### config.mk
export PLATFORM = sky130hd
export DESIGN_NAME = lz10_ctrl
export DESIGN_NICKNAME = d
export VERILOG_FILES = /design/src/sv/lz10_pkg.sv /design/src/sv/lz10_ctrl.sv
export SDC_FILE = /design/constraint.sdc
export NUM_CORES = 1
export LEC_CHECK = 0
export BUFFER_PORTS_ARGS = -buffer_cell sky130_fd_sc_hd__buf_2
export CAP_MARGIN = 20
export CELL_PAD_IN_SITES_DETAIL_PLACEMENT = 1
export CELL_PAD_IN_SITES_GLOBAL_PLACEMENT = 1
export CORE_AREA = 2 2 39 41
export CTS_CLUSTER_DIAMETER = 100
export DETAILED_ROUTE_END_ITERATION = 6
export DIE_AREA = 0 0 41 43
export PLACE_DENSITY = 0.39
export SYNTH_ARGS = -nofsm -noshare
export SYNTH_HDL_FRONTEND = slang
export SYNTH_SLANG_ARGS = --single-unit
export TNS_END_PERCENT = 5
### constraint.sdc
create_clock -name clock -period 0.9 [get_ports clock]
set_input_delay 0.18 -clock clock [delete_from_list [all_inputs] [get_ports clock]]
set_output_delay 0.18 -clock clock [all_outputs]
set_load 0.02 [all_outputs]
### src/sv/lz10_pkg.sv
// Shared constants and control/status types for the LZ10 window decoder.
// Used by the controller, the datapath and the top level; depends on nothing.
package lz10_pkg;

   localparam int WINDOW_DEPTH = 4096;
   localparam int WIN_AW       = $clog2(WINDOW_DEPTH);
   localparam int DIST_W       = WIN_AW + 1;
   localparam int LIMIT_W      = 24;
   localparam int LEN_W        = 5;
   localparam int CSR_AW       = 3;

   localparam logic [LEN_W-1:0] LEN_BIAS   = 5'd3;
   localparam logic [3:0]       TOKENS_PER_FLAG = 4'd8;

   // Register indexes, taken from the word address of the CSR port.
   localparam logic REG_OUTPUT_LIMIT = 1'b0;

   typedef struct packed {
      logic accept;      // input beat taken this cycle
      logic copy_emit;   // a match byte is pushed to the output this cycle
   } lz10_cmd_type;

   typedef struct packed {
      logic start_copy;  // the beat on the input would start a match copy
      logic out_free;    // output register can take a byte this cycle
      logic count_one;   // the match byte being emitted is its last one
      logic rem_zero;    // output limit reached
   } lz10_status_type;

endpackage

### src/sv/lz10_ctrl.sv
// Controller state machine: input handshake and the read/emit sequence of a match copy.
// Depends on lz10_pkg for the command and status types.
module lz10_ctrl import lz10_pkg::*; (
   input  logic            clock,
   input  logic            reset,
   input  logic            restart,
   input  logic            req_tvalid,
   output logic            req_tready,
   input  lz10_status_type status,
   output lz10_cmd_type    cmd
);

   typedef enum logic [1:0] {
      S_IDLE,
      S_READ,
      S_EMIT
   } state_type;

   state_type state_ff, state_in;

   assign req_tready    = (state_ff == S_IDLE) && status.out_free;
   assign cmd.accept    = req_tready && req_tvalid;
   assign cmd.copy_emit = (state_ff == S_EMIT) && status.out_free;

   always_comb begin
      state_in = state_ff;
      case (state_ff)
         S_IDLE: begin
            if (cmd.accept && status.start_copy) begin
               state_in = S_READ;
            end
         end
         S_READ: begin
            state_in = S_EMIT;
         end
         S_EMIT: begin
            if (status.out_free) begin
               state_in = status.count_one ? S_IDLE : S_READ;
            end
         end
         default: begin
            state_in = S_IDLE;
         end
      endcase
   end

   always_ff @(posedge clock) begin
      if (reset || restart) begin
         state_ff <= S_IDLE;
      end else begin
         state_ff <= state_in;
      end
   end

endmodule

# --- Word-level counts from Yosys, hierarchy flattened ---
# Index checks and enable logic that the tools add are counted.
word_totals:
  in_bits: 8
  word_cells: 16
  out_inout_bits: 3
  regBits: 2
classes:
  n_mux: 4
  n_eq_ne: 4
  reduce_logical: 7
op_table:
  columns: ["operator", "n"]
  rows:
  - ["$pmux 2 s3", 1]
  - ["$logic_and 1x1->1", 4]
  - ["$mux 2", 2]
  - ["$eq 2x1->1 const B", 1]
  - ["$eq 2x2->1 const B", 1]
  - ["$logic_not 2->1", 1]
  - ["$ne 2x1->1 const B", 1]
  - ["$ne 2x2->1 const B", 1]
  - ["$reduce_and 2->1", 1]
  - ["$logic_or 1x1->1", 1]
  - ["$mux 1", 1]

# --- Longest topological paths before layout ---
# Gate-level depths: netlist of run 1.
depth:
  word_depth: 6
  mapped_depth: 2
  ltp_nobuf: 2

# --- Worst setup path before layout of run 1 ---
# OpenSTA, ideal clock, no wires.
synth_timing:
  path_kind: "reg-to-output"
  startpoint: "reg state_ff[0]"
  endpoint: "out cmd[1] in the netlist's numbering"
  required_ns: 0.720
  path_buffers: 0
  arrival_ns: 1.018
  stages_incl_launch_ff: 3
  slack_ns: -0.298
  path_cell_list: "dfxtp_1 > nand2b_1 > nor3b_1"
synth_rtl:
  columns: ["element", "line_no", "source"]
  rows:
  - ["start: declaration", "lz10_ctrl.sv:19", "state_type state_ff, state_in;"]
  - ["start signal: assignment", "lz10_ctrl.sv:51", "state_ff <= state_in;"]
  - ["end: declaration", "lz10_ctrl.sv:10", "output lz10_cmd_type cmd"]

==> reports/metrics.cfg, run 1 <==
[route]
drt_iter0_markers=1
dr.pass1.iters=2
routed_wl_um=408
wl_per_cell_um=9.27
route.detailed.drc=0
routed_via_density=3.52
ant_nets=0
num_vias=155

[global_routing]
overflow=0
grt_pass1_vias=170
antenna_found_initial=0
grt.total_usage_pct=6.21
grt_pass1_wl_um=669
grt_max_degree=7

[pwr]
intPower_mw=0.286
p_clk_share_pct=58.7
switching_share_pct=23.7
peakVddDrop_mv=0.386
p_seq_share_pct=23.6
leakage_nw=0.105
switching_power_mw=0.0889
combPwrFrac_pct=17.7
p_per_area_mw_per_mm2=1310
power_mw=0.375

[critical_path]
timing.critical_path.buf_inv=1
endpoint_kind=primary output
crit_type=flip-flop to primary output
worst_path_dominant_cell_family=simple AND/OR/NAND/NOR gates
critPathLaunch=state_ff[0]
slowest_stage=dfxtp_1
cp-start-kind=flip-flop
worst-path-max-fanout=4
max_stage_delay_ns=0.30
reg2reg_from=state_ff[1]
required_ns=0.72
crit_arrival_ns=1.00
worstPathCellList=nand2b_4 -> nor3b_4 -> buf_6

[clocking]
ctsLongestPathBuffers=2
root_buffer=clkbuf_4
tritoncts=yes
cts-buffers-inserted=3
cts_max_level=1
worstSkewPairLatency_ns=0.23
cts_num_sinks=2
path_clk_slew_ns=0.04
hold_buffers=0

[synthesis]
ys_seq_elements=2
netlist_instances=13
synthDistinctLibCells=9
syn_area_um2=116
avgSynthCellArea_um2=8.95
synth_nets=21
yosysSeqAreaShare_pct=34.4
yosys_warnings=0

[final_layout]
largest_register_ffs=2
final_area_um2=287
finalCoreUtilization_pct=20.7
fin_nets=37
regMostFlops=state_ff
reg.largest.list=state_ff x2
syn_to_final_growth_pct=146
layout-drive-gt1-share_pct=78.6
antenna_cells=0
layout.cells.non_filler=44

[sta]
finalWorstSetupSlack_ns=-0.284
worst_pin_slew_ns=0.241
fin_crit_sh_pct=132
post-route-min-period_ns=1.18
fmax_ghz=0.844
finalSetupViolCount=5
slew_violations=0
slew_headroom_pct=84.0
rsz0062_at_grt=true
hold_viol_final=0
skew_ns=0.00866

[placement]
numPortBuffers=9
dp_worst_setup_slack_ns=-0.165
place_congestion=0.582
dp_cells=39
dpl_cell_area_um2=216

[floorplan]
fp.dieH_um=43
row_count=14
die_w_um=41
dieArea_mm2=0.00176
core-area_mm2=0.00138
initial_core_util_pct=8.41
ios=11

[run_status]
violations=negative setup slack
status=complete, but fails checks

[hold_path]
hold_class=primary input to flip-flop
hold_start=reset

[run]
drv_cap=0

## kinds of logic (layout without fill, tap and decap cells)
| group | after synthesis | in the layout | synth area share [%] |
|---|---|---|---|
| and+or+nand+nor | 8 | 8 | 43.0 |
| AOI/OAI and AO/OA | 2 | 2 | 19.4 |
| buffers and inverters | 1 | 16 | 3.22 |
| DFF | 2 | 2 | 34.4 |
## cell usage after synthesis (all sizes together)
library cell,count,area share (%)
nand2b,3,16
or3b,1,7.5
inv,1,3.2
nor2,2,6.5
nor3b,1,6.5
a2111oi,1,8.6
a211oi,1,11
nand3b,1,6.5
dfxtp,2,34
## routing by layer
| layer | vias to the layer above | GRT usage (%) | wire (µm) |
|---|---|---|---|
| met2 | 9 | 8.44 | 195 |
| li1 | 78 | - | - |
| met5 | - | 0 | 0 |
| met1 | 68 | 6.39 | 166 |
| met3 | 0 | 1.57 | 46 |
| met4 | 0 | 8.00 | 0 |
## per-stage QoR
| step | hold WS, ns | setup TNS, ns |
|---|---|---|
| 2_1_floorplan | 0.235 | -0.108 |
| 3_3_place_gp | 0.353 | -0.292 |
| 3_5_place_dp | 0.355 | -0.406 |
| 4_1_cts | 0.119 | -1.01 |
| 5_1_grt | 0.146 | -1.18 |
| 6_report | 0.153 | -0.866 |
## area by class of cell
type	instances	area [µm²]
Fill cell	163	1100
Multi-Input combinational cell	10	114
Timing Repair Buffer	11	78.8
Sequential cell	2	43.8
Clock buffer	4	26.3
Tap cell	16	20.0
Inverter	1	3.75
## power groups by stage
stage	Clock, mW	Combinational, mW	Sequential, mW
final	0.220	0.0664	0.0887
after floorplan	0	0.0253	0.0898
after detailed placement	0	0.0505	0.0899
after global placement	0	0.0490	0.0898
after global routing	0.246	0.0717	0.0888
after CTS	0.238	0.0619	0.0886
## layout by cell type, fill, tap and decap left out
| cell | n |
|---|---|
| a2111oi_4 | 1 |
| nand2b_1 | 2 |
| or3b_1 | 1 |
| inv_2 | 1 |
| buf_6 | 3 |
| clkbuf_1 | 1 |
| a211oi_2 | 1 |
| nor2_2 | 2 |
| dfxtp_1 | 1 |
| nand3b_1 | 1 |
| buf_4 | 2 |
| dfxtp_4 | 1 |
| nand2b_4 | 1 |
| buf_2 | 6 |
| clkbuf_4 | 3 |
| nor3b_4 | 1 |
## worst paths after layout
kind,to,slack [ns],depth (start not counted)
max,cmd[1],-0.28,3
min,state_ff[1],0.15,2
max reg2reg,state_ff[1],-0.09,2
min reg2reg,state_ff[1],0.48,2
## what timing repair did
action / 4_1_cts / 5_1_grt
resized for setup: 5 / 4
hold endpoints to repair: 0 / 0
pin swaps: 1 / 1
setup endpoints to repair: 5 / 5
buffers inserted: 1 / 0
Note: power is estimated with default switching activity, not from simulation.
==> inputs of run 2 (changes only) <==
--- a/config.mk
+++ b/config.mk
@@ -14,6 +14,7 @@
 export DETAILED_ROUTE_END_ITERATION = 6
 export DIE_AREA = 0 0 41 43
 export PLACE_DENSITY = 0.39
+export SKIP_LAST_GASP = 1
 export SYNTH_ARGS = -nofsm -noshare
 export SYNTH_HDL_FRONTEND = slang
 export SYNTH_SLANG_ARGS = --single-unit
==> reports/metrics.cfg, run 2 (synthesized netlist as in run 1, its figures left out) <==
[run_status]
status=complete, but fails checks
violations=negative setup slack

[placement]
numPortBuffers=9  ; unchanged
place_congestion=0.582  ; unchanged
dp_cells=39  ; unchanged

[route]
routed_via_density=3.48  ; -1.3%
wl_per_cell_um=8.43  ; -9.1%
drt_iter0_markers=1  ; unchanged
route.detailed.drc=0  ; unchanged
ant_nets=0  ; unchanged
routed_wl_um=371  ; -9.1%
num_vias=153  ; -1.3%
dr.pass1.iters=2  ; unchanged

[hold_path]
hold_start=reset
hold_class=primary input to flip-flop
holdPathStages=2  ; unchanged

[critical_path]
slowest_stage=dfxtp_1
cp_num_cells=3  ; unchanged
worst-path-max-fanout=4  ; unchanged
required_ns=0.72  ; about the same
critPathLaunch=state_ff[0]
timing.critical_path.buf_inv=1  ; unchanged
crit_arrival_ns=1.01  ; about the same
crit_type=flip-flop to primary output
reg2reg_from=state_ff[1]
cp-start-kind=flip-flop
max_stage_delay_ns=0.30  ; about the same
worst_path_dominant_cell_family=simple AND/OR/NAND/NOR gates
reg2reg_depth=2  ; unchanged
worstPathCellList=nand2b_4 -> nor3b_4 -> buf_6
endpoint_kind=primary output

[sta]
slew_violations=0  ; unchanged
fmax_ghz=0.840  ; -0.54%
finalSetupViolCount=5  ; unchanged
finalWorstSetupSlack_ns=-0.291  ; -0.00645 ns
hold_viol_final=0  ; unchanged
rsz0062_at_grt=true
fin_setup_tns_ns=-1.03  ; -0.169 ns
fin_crit_sh_pct=132  ; +0.72 points
post-route-min-period_ns=1.19  ; +0.00645 ns
worst_pin_slew_ns=0.339  ; +0.0987 ns
skew_ns=0.00899  ; +0.000326 ns
slew_headroom_pct=77.3  ; -6.6 points

[pwr]
switching_power_mw=0.0836  ; -6.0%
p_clk_share_pct=60.3  ; +1.6 points
peakVddDrop_mv=0.409  ; +6.0%
power_mw=0.366  ; -2.4%
switching_share_pct=22.8  ; -0.87 points
p_seq_share_pct=24.2  ; +0.6 points
p_per_area_mw_per_mm2=1430  ; +9.0%
leakage_nw=0.101  ; -3.7%
intPower_mw=0.283  ; -1.3%
combPwrFrac_pct=15.5  ; -2.2 points

[global_routing]
overflow=0  ; unchanged
grt.total_usage_pct=5.51  ; -0.70 points
grt_pass1_wl_um=593  ; -11%
grt_pass1_vias=163  ; -4.1%
antenna_found_initial=0  ; unchanged
grt_max_degree=7  ; unchanged

[floorplan]
dieArea_mm2=0.00176  ; unchanged
core-area_mm2=0.00138  ; unchanged
die_w_um=41  ; unchanged
row_count=14  ; unchanged
ios=11  ; unchanged
initial_core_util_pct=8.41  ; unchanged
fp.dieH_um=43  ; unchanged

[final_layout]
antenna_cells=0  ; unchanged
reg.largest.list=state_ff x2
syn_to_final_growth_pct=120
layout.cells.non_filler=44  ; unchanged
multi_input_area_um2=96.3  ; -15%
fin_nets=37  ; unchanged
layout-drive-gt1-share_pct=71.4  ; -7.1 points
final_cell_mix=buf_2, clkbuf_4, nor2_2, nand2b_1, buf_4
layout_commonest_cell=buf_2
final-seq-area_um2=43.8  ; unchanged
finalCoreUtilization_pct=18.5  ; -2.2 points
regMostFlops=state_ff
largest_register_ffs=2  ; unchanged
fillCellCount=169  ; +3.7%

[clocking]
root_buffer=clkbuf_4
tritoncts=yes
ctsLongestPathBuffers=2  ; unchanged
path_clk_slew_ns=0.04  ; about the same
worstSkewPairLatency_ns=0.23  ; about the same
cts_max_level=1  ; unchanged
cts_num_sinks=2  ; unchanged
cts-buffers-inserted=3  ; unchanged

[run]
drv_cap=0  ; unchanged

[run 2: path summary, 6_finish.rpt]
kind | end | slack, ns
worst min register to register | state_ff[1] | 0.48
worst min-delay path | state_ff[1] | 0.12
worst max-delay path | cmd[1] | -0.29
worst max register to register | state_ff[0] | -0.15
[run 2: worst reg2reg max path, stage by stage, from the launching register on]
cell	delay (ns)
dfxtp_4	0.35
nand3b_1	0.16
a2111oi_1	0.41
[run 2: routing by layer]
metal	share of wire, %	track usage, %
met3	13	1.57
met5	0	0
met2	40	6.25
met1	46	6.39
met4	0	8.00
[run 2: area by class of cell]
| class | count | area share, % |
|---|---|---|
| Timing Repair Buffer | 11 | 25.9 |
| Multi-Input combinational cell | 10 | 37.6 |
| Inverter | 1 | 1.46 |
| Tap cell | 16 | 7.80 |
| Sequential cell | 2 | 17.1 |
| Clock buffer | 4 | 10.2 |
[run 2: through the flow]
step,hold slack [ns],setup slack [ns],cell area [µm²]
after floorplan,0.235,-0.0594,144
after global placement,0.353,-0.114,216
after detailed placement,0.355,-0.165,216
after CTS,0.107,-0.311,256
after global routing,0.104,-0.348,256
final,0.117,-0.291,256
[run 2: power by group through the flow]
stage | Clock (mW) | Combinational (mW) | Sequential [mW]
6_report | 0.221 | 0.0567 | 0.0886
5_1_grt | 0.246 | 0.0617 | 0.0888
4_1_cts | 0.238 | 0.0578 | 0.0886
3_5_place_dp | 0 | 0.0505 | 0.0899
3_3_place_gp | 0 | 0.0490 | 0.0898
2_1_floorplan | 0 | 0.0253 | 0.0898
[run 2: repair_timing]
action                                  CTS  global route
endpoints found under the hold margin     0             0
hold buffers                              0             0
buffers inserted                          1             0
resized for setup                         2             0
pin swaps                                 0             0
endpoints found under the setup margin    5             5
